===== config.mk =====
export PLATFORM = sky130hd
export DESIGN_NAME = fir_full_convolution
export DESIGN_NICKNAME = d
export VERILOG_FILES = /design/src/rtl/core/fircv_pkg.sv /design/src/rtl/core/fir_full_convolution.sv /design/src/rtl/core/fircv_ctrl.sv /design/src/rtl/core/fircv_dp.sv
export SDC_FILE = /design/constraint.sdc
export NUM_CORES = 2
export LEC_CHECK = 0
export ABC_CLOCK_PERIOD_IN_PS = 9500
export BUFFER_PORTS_ARGS = -buffer_cell sky130_fd_sc_hd__buf_2
export CAP_MARGIN = 0
export CORE_MARGIN = 2
export CORE_UTILIZATION = 30
export DETAILED_ROUTE_END_ITERATION = 6
export HOLD_SLACK_MARGIN = 0.12
export SLEW_MARGIN = 10
export SYNTH_ARGS = -nofsm -noshare
export SYNTH_HDL_FRONTEND = slang
export SYNTH_SLANG_ARGS = --single-unit

===== constraint.sdc =====
create_clock -name clock -period 9.5 [get_ports clock]
set_input_delay 2.85 -clock clock [delete_from_list [all_inputs] [get_ports clock]]
set_output_delay 2.85 -clock clock [all_outputs]
set_load 0.05 [all_outputs]

===== src/rtl/core/fircv_pkg.sv =====
// ----------------------------------------------------------------------------
// fircv_pkg
// Shared codes, widths and the control and status structs used between the
// FIR convolution sequencer and its datapath.
// ----------------------------------------------------------------------------
`default_nettype none

package fircv_pkg;

   localparam int FUNC_W  = 2;
   localparam int IDX_W   = 4;
   localparam int VALUE_W = 16;
   localparam int PROD_W  = 32;
   localparam int FILT_W  = 36;
   localparam int TAPS_W  = 5;

   localparam logic [FUNC_W-1:0] FUNC_LOAD   = 2'd0;
   localparam logic [FUNC_W-1:0] FUNC_SAMPLE = 2'd1;
   localparam logic [FUNC_W-1:0] FUNC_FLUSH  = 2'd2;

   localparam logic [TAPS_W-1:0] TAPS_RESET = 5'd16;

   // load index reaches this many coefficient slots at most
   localparam int IDX_SPAN = 16;
   // largest tap count the register can express
   localparam int TAPS_SPAN = 31;

   typedef struct packed {
      logic              load;
      logic              latch;
      logic              latch_zero;
      logic              mac;
      logic              first;
      logic [TAPS_W-1:0] tap;
      logic              commit;
      logic              last;
      logic              clear_dl;
   } cmd_type;

   typedef struct packed {
      logic out_free;
   } status_type;

endpackage

`default_nettype wire


===== src/rtl/core/fir_full_convolution.sv =====
// ----------------------------------------------------------------------------
// fir_full_convolution
// Streaming direct-form FIR filter giving the full linear convolution of a
// Q4.11 sample stream with up to MAX_TAPS Q4.11 coefficients, Q13.22 output.
// ----------------------------------------------------------------------------
// A load item writes one coefficient. A sample item steps through n taps, n
// being the effective tap count (taps_in_use, with 0 read as 1 and values
// above MAX_TAPS read as MAX_TAPS): one signed 16x16 multiplier is shared by
// all taps, one tap per cycle, followed by an accumulate step and a commit
// step that waits for a free output register. A flush item produces n - 1
// tail results and clears the delay line; with one tap it produces nothing.
// Items are taken one at a time; a finished result waits in the output
// register while the next item is accepted. After reset the coefficients and
// delay line are zero and the block is ready at once.
// ----------------------------------------------------------------------------
`default_nettype none

module fir_full_convolution #(
   parameter int MAX_TAPS = 16
) (
   input  wire logic                                  clock,
   input  wire logic                                  reset,
   input  wire logic                                  req_valid,
   output logic                                       req_ready,
   input  wire logic        [fircv_pkg::FUNC_W-1:0]   req_func,
   input  wire logic        [fircv_pkg::IDX_W-1:0]    req_tap_index,
   input  wire logic signed [fircv_pkg::VALUE_W-1:0]  req_value,
   output logic                                       rsp_valid,
   input  wire logic                                  rsp_ready,
   output logic signed      [fircv_pkg::FILT_W-1:0]   rsp_filtered,
   output logic                                       rsp_last,
   input  wire logic                                  csr_wr_en,
   input  wire logic        [fircv_pkg::TAPS_W-1:0]   csr_wr_data
);

   fircv_pkg::cmd_type    cmd;
   fircv_pkg::status_type status;

   fircv_ctrl #(
      .MAX_TAPS (MAX_TAPS)
   ) u_ctrl (
      .clock       (clock),
      .reset       (reset),
      .req_valid   (req_valid),
      .req_ready   (req_ready),
      .req_func    (req_func),
      .csr_wr_en   (csr_wr_en),
      .csr_wr_data (csr_wr_data),
      .status      (status),
      .cmd         (cmd)
   );

   fircv_dp #(
      .MAX_TAPS (MAX_TAPS)
   ) u_dp (
      .clock         (clock),
      .reset         (reset),
      .req_tap_index (req_tap_index),
      .req_value     (req_value),
      .cmd           (cmd),
      .status        (status),
      .rsp_valid     (rsp_valid),
      .rsp_ready     (rsp_ready),
      .rsp_filtered  (rsp_filtered),
      .rsp_last      (rsp_last)
   );

`ifndef SYNTHESIS
   // a result is only committed into a free output register
   a_commit_free: assert property (@(posedge clock) disable iff (reset)
      cmd.commit |-> status.out_free)
      else $error("commit into an occupied output register");

   // no item is taken while the multiplier is stepping through taps
   a_busy_not_ready: assert property (@(posedge clock) disable iff (reset)
      cmd.mac |-> !req_ready)
      else $error("input accepted during accumulation");

   // a commit shows up as a valid result in the next cycle
   a_commit_valid: assert property (@(posedge clock) disable iff (reset)
      cmd.commit |=> rsp_valid)
      else $error("committed result not presented");
`endif

endmodule

`default_nettype wire


===== src/rtl/core/fircv_ctrl.sv =====
// ----------------------------------------------------------------------------
// fircv_ctrl
// Sequencer: decodes items, steps the shared multiply-accumulate over the
// taps and issues commit, shift and flush commands to the datapath.
// ----------------------------------------------------------------------------
`default_nettype none

module fircv_ctrl #(
   parameter int MAX_TAPS = 16
) (
   input  wire logic                          clock,
   input  wire logic                          reset,
   input  wire logic                          req_valid,
   output logic                               req_ready,
   input  wire logic [fircv_pkg::FUNC_W-1:0]  req_func,
   input  wire logic                          csr_wr_en,
   input  wire logic [fircv_pkg::TAPS_W-1:0]  csr_wr_data,
   input  fircv_pkg::status_type              status,
   output fircv_pkg::cmd_type                 cmd
);

   localparam int EFF_MAX = (MAX_TAPS < fircv_pkg::TAPS_SPAN) ? MAX_TAPS
                                                             : fircv_pkg::TAPS_SPAN;
   localparam logic [fircv_pkg::TAPS_W-1:0] EFF_MAX_V = fircv_pkg::TAPS_W'(EFF_MAX);
   localparam logic [fircv_pkg::TAPS_W-1:0] ONE_V     = fircv_pkg::TAPS_W'(1);

   typedef enum logic [3:0] {
      ST_IDLE   = 4'b0001,
      ST_MAC    = 4'b0010,
      ST_DRAIN  = 4'b0100,
      ST_COMMIT = 4'b1000
   } state_type;

   state_type                      state_ff, state_in;
   logic [fircv_pkg::TAPS_W-1:0]   taps_ff;
   logic [fircv_pkg::TAPS_W-1:0]   tap_ff, tap_in;
   logic [fircv_pkg::TAPS_W-1:0]   cnt_ff, cnt_in;
   logic                           flush_ff, flush_in;
   logic [fircv_pkg::TAPS_W-1:0]   eff;
   logic [fircv_pkg::TAPS_W-1:0]   tail;
   logic                           final_out;

   always_comb begin
      if (taps_ff == '0) begin
         eff = ONE_V;
      end else if (taps_ff > EFF_MAX_V) begin
         eff = EFF_MAX_V;
      end else begin
         eff = taps_ff;
      end
   end

   assign tail      = eff - ONE_V;
   assign final_out = (cnt_ff + ONE_V) == tail;
   assign req_ready = (state_ff == ST_IDLE);

   always_comb begin
      state_in = state_ff;
      tap_in   = tap_ff;
      cnt_in   = cnt_ff;
      flush_in = flush_ff;
      cmd      = '0;
      case (state_ff)
         ST_IDLE: begin
            if (req_valid) begin
               case (req_func)
                  fircv_pkg::FUNC_LOAD: begin
                     cmd.load = 1'b1;
                  end
                  fircv_pkg::FUNC_SAMPLE: begin
                     cmd.latch = 1'b1;
                     flush_in  = 1'b0;
                     tap_in    = '0;
                     state_in  = ST_MAC;
                  end
                  fircv_pkg::FUNC_FLUSH: begin
                     if (eff == ONE_V) begin
                        cmd.clear_dl = 1'b1;
                     end else begin
                        cmd.latch      = 1'b1;
                        cmd.latch_zero = 1'b1;
                        flush_in       = 1'b1;
                        cnt_in         = '0;
                        tap_in         = '0;
                        state_in       = ST_MAC;
                     end
                  end
                  default: begin
                  end
               endcase
            end
         end
         ST_MAC: begin
            cmd.mac   = 1'b1;
            cmd.first = (tap_ff == '0);
            cmd.tap   = tap_ff;
            if (tap_ff == tail) begin
               state_in = ST_DRAIN;
            end else begin
               tap_in = tap_ff + ONE_V;
            end
         end
         ST_DRAIN: begin
            state_in = ST_COMMIT;
         end
         ST_COMMIT: begin
            if (status.out_free) begin
               cmd.commit = 1'b1;
               cmd.last   = flush_ff && final_out;
               if (flush_ff && !final_out) begin
                  cnt_in   = cnt_ff + ONE_V;
                  tap_in   = '0;
                  state_in = ST_MAC;
               end else begin
                  cmd.clear_dl = flush_ff;
                  state_in     = ST_IDLE;
               end
            end
         end
         default: begin
            state_in = ST_IDLE;
         end
      endcase
   end

   always_ff @(posedge clock) begin
      if (reset) begin
         state_ff <= ST_IDLE;
         taps_ff  <= fircv_pkg::TAPS_RESET;
         tap_ff   <= '0;
         cnt_ff   <= '0;
         flush_ff <= 1'b0;
      end else begin
         state_ff <= state_in;
         tap_ff   <= tap_in;
         cnt_ff   <= cnt_in;
         flush_ff <= flush_in;
         if (csr_wr_en) begin
            taps_ff <= csr_wr_data;
         end
      end
   end

endmodule

`default_nettype wire


===== src/rtl/core/fircv_dp.sv =====
// ----------------------------------------------------------------------------
// fircv_dp
// Datapath: coefficient store, delay line, shared multiplier with product
// register, accumulator and the result register.
// ----------------------------------------------------------------------------
`default_nettype none

module fircv_dp #(
   parameter int MAX_TAPS = 16
) (
   input  wire logic                                  clock,
   input  wire logic                                  reset,
   input  wire logic        [fircv_pkg::IDX_W-1:0]    req_tap_index,
   input  wire logic signed [fircv_pkg::VALUE_W-1:0]  req_value,
   input  fircv_pkg::cmd_type                         cmd,
   output fircv_pkg::status_type                      status,
   output logic                                       rsp_valid,
   input  wire logic                                  rsp_ready,
   output logic signed      [fircv_pkg::FILT_W-1:0]   rsp_filtered,
   output logic                                       rsp_last
);

   localparam int EFF_MAX = (MAX_TAPS < fircv_pkg::TAPS_SPAN) ? MAX_TAPS
                                                             : fircv_pkg::TAPS_SPAN;
   localparam int CF_LEN  = (MAX_TAPS < fircv_pkg::IDX_SPAN) ? MAX_TAPS
                                                            : fircv_pkg::IDX_SPAN;
   localparam int DL_LEN  = (EFF_MAX > 1) ? EFF_MAX - 1 : 1;
   localparam int CF_AW   = (CF_LEN > 1) ? $clog2(CF_LEN) : 1;
   localparam int DL_AW   = (DL_LEN > 1) ? $clog2(DL_LEN) : 1;
   localparam logic [fircv_pkg::TAPS_W-1:0] CF_LEN_V = fircv_pkg::TAPS_W'(CF_LEN);
   localparam logic [fircv_pkg::TAPS_W-1:0] ONE_V    = fircv_pkg::TAPS_W'(1);

   logic signed [fircv_pkg::VALUE_W-1:0] coef_ff [CF_LEN];
   logic signed [fircv_pkg::VALUE_W-1:0] dl_ff   [DL_LEN];
   logic signed [fircv_pkg::VALUE_W-1:0] x0_ff;
   logic signed [fircv_pkg::PROD_W-1:0]  prod_ff;
   logic                                 prod_valid_ff;
   logic                                 prod_first_ff;
   logic signed [fircv_pkg::FILT_W-1:0]  acc_ff;
   logic signed [fircv_pkg::FILT_W-1:0]  filtered_ff;
   logic                                 last_ff;
   logic                                 rsp_valid_ff;

   logic signed [fircv_pkg::VALUE_W-1:0] x_sel;
   logic signed [fircv_pkg::VALUE_W-1:0] c_sel;
   logic        [fircv_pkg::TAPS_W-1:0]  dl_addr;
   logic                                 load_hit;

   assign dl_addr  = cmd.tap - ONE_V;
   assign x_sel    = (cmd.tap == '0) ? x0_ff : dl_ff[dl_addr[DL_AW-1:0]];
   assign c_sel    = (cmd.tap < CF_LEN_V) ? coef_ff[cmd.tap[CF_AW-1:0]] : '0;
   assign load_hit = ({1'b0, req_tap_index} < CF_LEN_V);

   // coefficient store and delay line
   always_ff @(posedge clock) begin
      if (reset) begin
         for (int i = 0; i < CF_LEN; i++) begin
            coef_ff[i] <= '0;
         end
         for (int i = 0; i < DL_LEN; i++) begin
            dl_ff[i] <= '0;
         end
      end else begin
         if (cmd.load && load_hit) begin
            coef_ff[req_tap_index[CF_AW-1:0]] <= req_value;
         end
         if (cmd.clear_dl) begin
            for (int i = 0; i < DL_LEN; i++) begin
               dl_ff[i] <= '0;
            end
         end else if (cmd.commit) begin
            dl_ff[0] <= x0_ff;
            for (int i = 1; i < DL_LEN; i++) begin
               dl_ff[i] <= dl_ff[i-1];
            end
         end
      end
   end

   // multiply then accumulate
   always_ff @(posedge clock) begin
      if (cmd.latch) begin
         x0_ff <= cmd.latch_zero ? '0 : req_value;
      end
      prod_ff       <= fircv_pkg::PROD_W'(x_sel) * fircv_pkg::PROD_W'(c_sel);
      prod_first_ff <= cmd.first;
      if (prod_valid_ff) begin
         acc_ff <= (prod_first_ff ? '0 : acc_ff) + fircv_pkg::FILT_W'(prod_ff);
      end
      if (cmd.commit) begin
         filtered_ff <= acc_ff;
         last_ff     <= cmd.last;
      end
   end

   always_ff @(posedge clock) begin
      if (reset) begin
         prod_valid_ff <= 1'b0;
         rsp_valid_ff  <= 1'b0;
      end else begin
         prod_valid_ff <= cmd.mac;
         if (cmd.commit) begin
            rsp_valid_ff <= 1'b1;
         end else if (rsp_ready) begin
            rsp_valid_ff <= 1'b0;
         end
      end
   end

   assign status.out_free = !rsp_valid_ff || rsp_ready;
   assign rsp_valid       = rsp_valid_ff;
   assign rsp_filtered    = filtered_ff;
   assign rsp_last        = last_ff;

endmodule

`default_nettype wire

* Word level (Yosys, flattened, before mapping)
Memories as Yosys holds them, arrays and structs flattened.
Index checks and enable logic that the tools add are counted.
** Cells by class
- Equal/unequal tests :: 19
- Magnitude comparators :: 2
- $mul :: 1
- Bitwise gates (word level) :: 30
- Reductions and logical operators :: 19
- Shift-type cells :: 0
- $add $sub $neg :: 5
- Mux-type cells :: 87
- Div/mod/pow operators :: 0
** Operators by type and width (number)
- 16-bit two-way mux :: 33
- 5-bit two-way mux :: 11
- 36-bit adder :: 1
- 36-bit two-way mux :: 1
- 16-bit by 16-bit multiplier with 32-bit output :: 1
- 1-bit bitwise OR :: 30
- 1-bit two-way mux :: 22
- 4-bit two-way mux :: 5
- 5-bit one-hot mux with 2 select lines :: 2
- 4-bit one-hot mux with 4 select lines :: 1
- 16-bit OR reduction :: 1
- 5-bit zero test :: 3
- 5-bit one-hot mux with 3 select lines :: 1
- 5-bit by 1-bit adder with 5-bit output, second input constant :: 2
- 5-bit equality test :: 2
- 2-bit != test, second input constant :: 5
- 3-bit two-way mux :: 3
- 4-bit one-hot mux with 2 select lines :: 1
- 7-bit two-way mux :: 1
- 7-bit AND reduction :: 1
- 2-bit two-way mux :: 3
- 2-bit by 1-bit != test with 1-bit output, second input constant :: 3
- 1-bit one-hot mux with 2 select lines :: 3
- 6-bit AND reduction :: 1
- 22 further kinds :: 26
** Word-level totals
- Output and inout bits :: 39
- Logic and storage cells :: 178
- Memories :: 2
- Bits in latches :: 0
- Bits in registers :: 144
- ROM bits :: 0
- RAM bits :: 496
- Input port bits :: 32
** Memories
- u_dp.coef_ff :: depth 16, bits a word 16, read ports 1, clocked after memory_dff 0, write ports 16, line fircv_dp.sv:33 : logic signed [fircv_pkg::VALUE_W-1:0] coef_ff [CF_LEN];
- u_dp.dl_ff :: depth 15, bits a word 16, read ports 15, clocked after memory_dff 0, write ports 15, line fircv_dp.sv:34 : logic signed [fircv_pkg::VALUE_W-1:0] dl_ff [DL_LEN];

* Depth between registers and ports, before layout
- Depth after elaboration :: 15
- Mapped depth :: 41
- Depth with buffers taken out :: 34

* By module
Synthesis repeated with hierarchy kept, for this count alone.
** Second synthesis, totals
- Cell total of the unflattened synthesis :: 3183
- Area, all modules :: 39557.9 µm²
** Modules (own cells, without submodules)
- fircv_dp :: instances 1, area an instance 37990.2 µm², seq. area each 18107.4 µm², cells an instance 3001
- fircv_ctrl :: instances 1, area an instance 1567.8 µm², seq. area each 400.4 µm², cells an instance 182

* Worst setup path before layout
No wires, ideal clock.
- Kind :: register to register
- Start point :: register u_ctrl.tap_ff[1] in the netlist's numbering
- End point :: register u_dp.prod_ff[24] in the netlist's numbering
- Stages on the path, launching flop included :: 38
- Setup time :: 0.072 ns
- Path slack :: 0.846 ns
- Arrival time :: 8.582 ns
- Buffers on the path :: 7
- Path through :: dfxtp_1 > buf_2 > buf_1 > buf_2 > clkbuf_1 > nand2_1 > ha_1 > or3_1 > buf_2 > buf_6 > and3_1 > a211oi_1 > a31oi_1 > o2111ai_1 > a21oi_1 > a21oi_2 > buf_6 > nor2_1 > [... 2 more ...] > fa_1 > fa_1 > fa_1 > inv_1 > fa_1 > inv_1 > fa_1 > inv_1 > ha_1 > a21o_1 > a21oi_1 > o21bai_1 > a211oi_1 > a21oi_1 > a211oi_1 > or3b_2 > a311oi_1 > xor2_1
** Between the ends
- Cells in the longest elaborated chain, start to end :: 5
** RTL lines
- from (decl) :: line fircv_ctrl.sv:36 : logic [fircv_pkg::TAPS_W-1:0] tap_ff, tap_in;
- from (signal assigned) :: line fircv_ctrl.sv:135 : tap_ff <= tap_in;
- 7-bit two-way mux (*) :: line fircv_ctrl.sv:63 : case (state_ff)
- 4-bit by 1-bit subtractor with 4-bit output :: line fircv_dp.sv:49 : assign dl_addr = cmd.tap - ONE_V;
- memory 15 x 16 bit
- 16-bit two-way mux :: line fircv_dp.sv:50 : assign x_sel = (cmd.tap == '0) ? x0_ff : dl_ff[dl_addr[DL_AW-1:0]];
- 16-bit by 16-bit multiplier with 32-bit output (*) :: line fircv_dp.sv:85 : prod_ff <= fircv_pkg::PROD_W'(x_sel) * fircv_pkg::PROD_W'(c_sel);
- to (signal assigned) :: line fircv_dp.sv:85
- to (decl) :: line fircv_dp.sv:36 : logic signed [fircv_pkg::PROD_W-1:0] prod_ff;
Mark *: on every way between the ends. The rest lies on a longest branch, timed or not.
A chain may end at the register's enable or synchronous reset.

* Worst setup path after layout
- Start point :: register u_ctrl.state_ff[0]
- End point :: register u_dp.prod_ff[24] in the netlist's numbering
** Between the ends
- Cells in the longest elaborated chain, start to end :: 6
** RTL lines
- from (decl) :: line fircv_ctrl.sv:34 : state_type state_ff, state_in;
- from (signal assigned) :: line fircv_ctrl.sv:134 : state_ff <= state_in;
- 4-bit by 2-bit equality test with 1-bit output (*) :: line fircv_ctrl.sv:63
- 7-bit two-way mux (*) :: line fircv_ctrl.sv:63
- 4-bit by 1-bit subtractor with 4-bit output :: line fircv_dp.sv:49
- memory 15 x 16 bit
- 16-bit two-way mux :: line fircv_dp.sv:50
- 16-bit by 16-bit multiplier with 32-bit output (*) :: line fircv_dp.sv:85
Marks and branches as above.

==> out/results.txt <==
Outcome: finished, final reports clean
Leakage: 17.69 nW
DRC: 0
Layout Nets: 4044
Fin Hold WS: 440.9 ps
Fill count: 13.09k
Clock Sinks: 640
Synthesized cell area: 39670 sq um
CP max stage delay: 590 ps
Vias per cell: 4.858
Gr usage total: 14.91%
Crit end category: register
Max Clock Freq: 0.1109 GHz
Die height: 367.7 um
Clock Pin Slew Worst Setup and Hold Paths: 60 ps
Clk_skew: 37.38 ps
Min cycle time layout: 9017 ps
HP Class: register to register
Syn Inst Count: 3560
FF-to-FF path depth: 33
Main synth FF type: edfxtp_1
Syn_nets: 3981
Io pins: 71
1st-pass router iterations: 6
Post-route ant nets: 0
VDD IR max: 0.2416 mV
Worst path most repeated cell: fa_1
Distinct cells, synth: 82
Final setup TNS: 0 ps
Final HPWL DP: 69.14 mm
Gpl congestion: 0.8730
Initial Util: 30.22%
Antenna violations before repair: 3
Critical-path top delay cell: or4b_1
Synthesis-to-layout area growth: 12.59%
Num rows: 133
CP Data Arrival Time: 9580 ps
Top delay family on crit path: adder cells
Final core utilization: 34.02%
Slew @ Worst Pin: 1286 ps
Total CTS buffers: 75
Ratio of total power to cell area: 235.7 nW/um^2
Final period utilization: 94.91%
Post-synth top area cell: edfxtp_1
Worst Path Buf+Inv: 8
R2r startpoint: u_ctrl.state_ff[0]
Largest cells by area after synthesis: edfxtp_1 (43%), fa_1 (13%), and2_1 (8.2%), ha_1 (3.9%), dfxtp_1 (3.6%)
First-pass GRT wire length: 157.9 mm
Slew HR: 13.97%
Drt total wl: 100.9 mm
Initial drt markers: 2177
Wirelength per Cell: 18.56 um
WHS Path Cells: 0
Critical path class: register to register
Fin. Hold Viols: 0
Commonest non-fill, non-tap cell in the layout: edfxtp_1
Crit Reg-Reg Endpoint: u_dp.prod_ff[24]
GRT Residual Overflow: 0
Yosys top cell area share: 43.07%
DIE WIDTH: 367.7 um
# setup viols final: 0
Synth Register Bits: 640
Reg2Reg Setup Slack: 480 ps
H-tree depth: 3
Vias: 26.42k
Largest net degree at the start of global routing: 119
Layout cell share with drive strength beyond 1: 10.56%
Clock Latency Late Sink: 660 ps
Die footprint: 135200 sq um
Syn Area/Cell: 11.14 sq um
Vias in the first global route: 27.00k
Worst Min Path Start: u_dp.acc_ff[13]
CTS tree: built
RSZ-0062 raised after global routing: no
Number of synthesized flops with an enable pin: 569
CTS root buf: clkbuf_16
Core Region: 131300 sq um
Total Power: 10.53 mW
CP Data Required Time: 10060 ps
Async S/R FF share, synth: 0%
# Max-Cap Violations: 0
IO buf count: 70
Max Slew Vio Count: 0
CP Launch Type: register
Worst hold endpoint: u_dp.rsp_filtered[13]
YS warnings: 0
Clk buf depth: 3
Crit-path max FO: 22
Most frequent cells in the layout: edfxtp_1 (569), and2_1 (519), inv_1 (310)
Seq/Total Area, Yosys: 46.65%
where the power goes:
group	internal, mW	total (mW)	switching (mW)
Combinational	1.80	4.24	2.44
Clock	1.67	2.88	1.21
Sequential	3.32	3.41	0.0832
Total	6.80	10.5	3.73
cells in the mapped netlist (all sizes together) (15+ instances only):
cell type,number
o22ai,60
a31oi,30
fa,264
o211ai,15
clkbuf,152
nand2b,93
o21ai,90
a311oi,34
nand2,240
dfxtp,71
nor3,32
xor2,23
nor2b,42
o221ai,44
mux2i,50
and2,521
nand3,31
edfxtp,569
ha,125
a21o,37
a211oi,30
xnor2,53
nor2,253
buf,49
o2111ai,16
and3,22
a21oi,140
or2,34
mux2,27
inv,311
worst reg2reg max path, delay by kind of cell (launching register included):
family,cells,cell delay (ps)
xor+xnor,1,170
flops,1,370
fa+ha+maj,8,3530
compound gates,8,1410
buf+inv,8,830
simple gates,8,2620
through the flow:
step	cells	setup slack (ps)	instance area, sq um
floorplan	3560	846.3	39670
global placement	5301	558.6	42230
detailed placement	5301	493.2	42230
CTS	5438	444.3	44660
global route	5438	7.598	44670
finish	5439	483.3	44670
kinds of logic (layout without fill, tap and decap cells):
group | count (synthesis) | in the layout | synth area share [%]
other cells | 0 | 1 | 0
xor+xnor | 76 | 76 | 1.678
fa+ha+maj | 389 | 389 | 17.26
flops | 640 | 640 | 46.65
buf+inv | 515 | 638 | 5.368
compound gates | 556 | 556 | 9.449
mux | 80 | 80 | 2.208
simple gates | 1304 | 1304 | 17.38
timing repair:
| action | CTS | global route |
|---|---|---|
| setup endpoints to repair | 0 | 4 |
| endpoints found under the hold margin | 0 | 0 |
| buffers inserted | 0 | 0 |
| hold buffers | 0 | 0 |
| gates resized for setup | 0 | 3 |
worst max-delay path by stage:
stage / cells after the start / slack [ps] / endpoint / start
after global placement: 30 / 560 / u_dp.prod_ff[30] / u_ctrl.state_ff[1]
after CTS: 33 / 440 / u_dp.prod_ff[24] / u_ctrl.state_ff[0]
after floorplan: 37 / 850 / u_dp.prod_ff[24] / u_ctrl.tap_ff[1]
final: 33 / 480 / u_dp.prod_ff[24] / u_ctrl.state_ff[0]
after global routing: 33 / 8 / u_dp.prod_ff[31] / u_ctrl.state_ff[0]
after detailed placement: 33 / 490 / u_dp.prod_ff[24] / u_ctrl.state_ff[1]
layer usage:
layer,track usage (%),up-vias,part of all wire [%]
met4,5.288,4,3.2
met1,20.45,13200,45
met3,2.766,171,5.9
met5,0,-,0.030
li1,-,12320,-
met2,23.51,727,45
registers in the layout, indices dropped and copies added (netlist names):
name,cells
u_dp.coef_ff,256
u_dp.dl_ff,240
u_dp.acc_ff,36
u_dp.rsp_filtered,36
u_dp.prod_ff,32
u_dp.x0_ff,16
u_ctrl.cnt_ff,5
u_ctrl.tap_ff,5
u_ctrl.taps_ff,5
u_ctrl.state_ff,4
u_ctrl.flush_ff,1
u_dp.prod_first_ff,1
u_dp.prod_valid_ff,1
u_dp.rsp_last,1
u_dp.rsp_valid,1
layout make-up:
type                    instances  area [sq um]  share of cell area [%]
diodes                          1         2.502                0.005602
clock buffers                  99          2017                   4.515
clock inverters                38         416.7                  0.9327
inverters                     314          1179                   2.639
multi-input cells            2405         19090                   42.74
flip-flops and latches        640         18510                   41.45
well taps                    1755          2196                   4.916
repair buffers                187          1254                   2.807
Note: power is estimated with default switching activity, not from simulation.
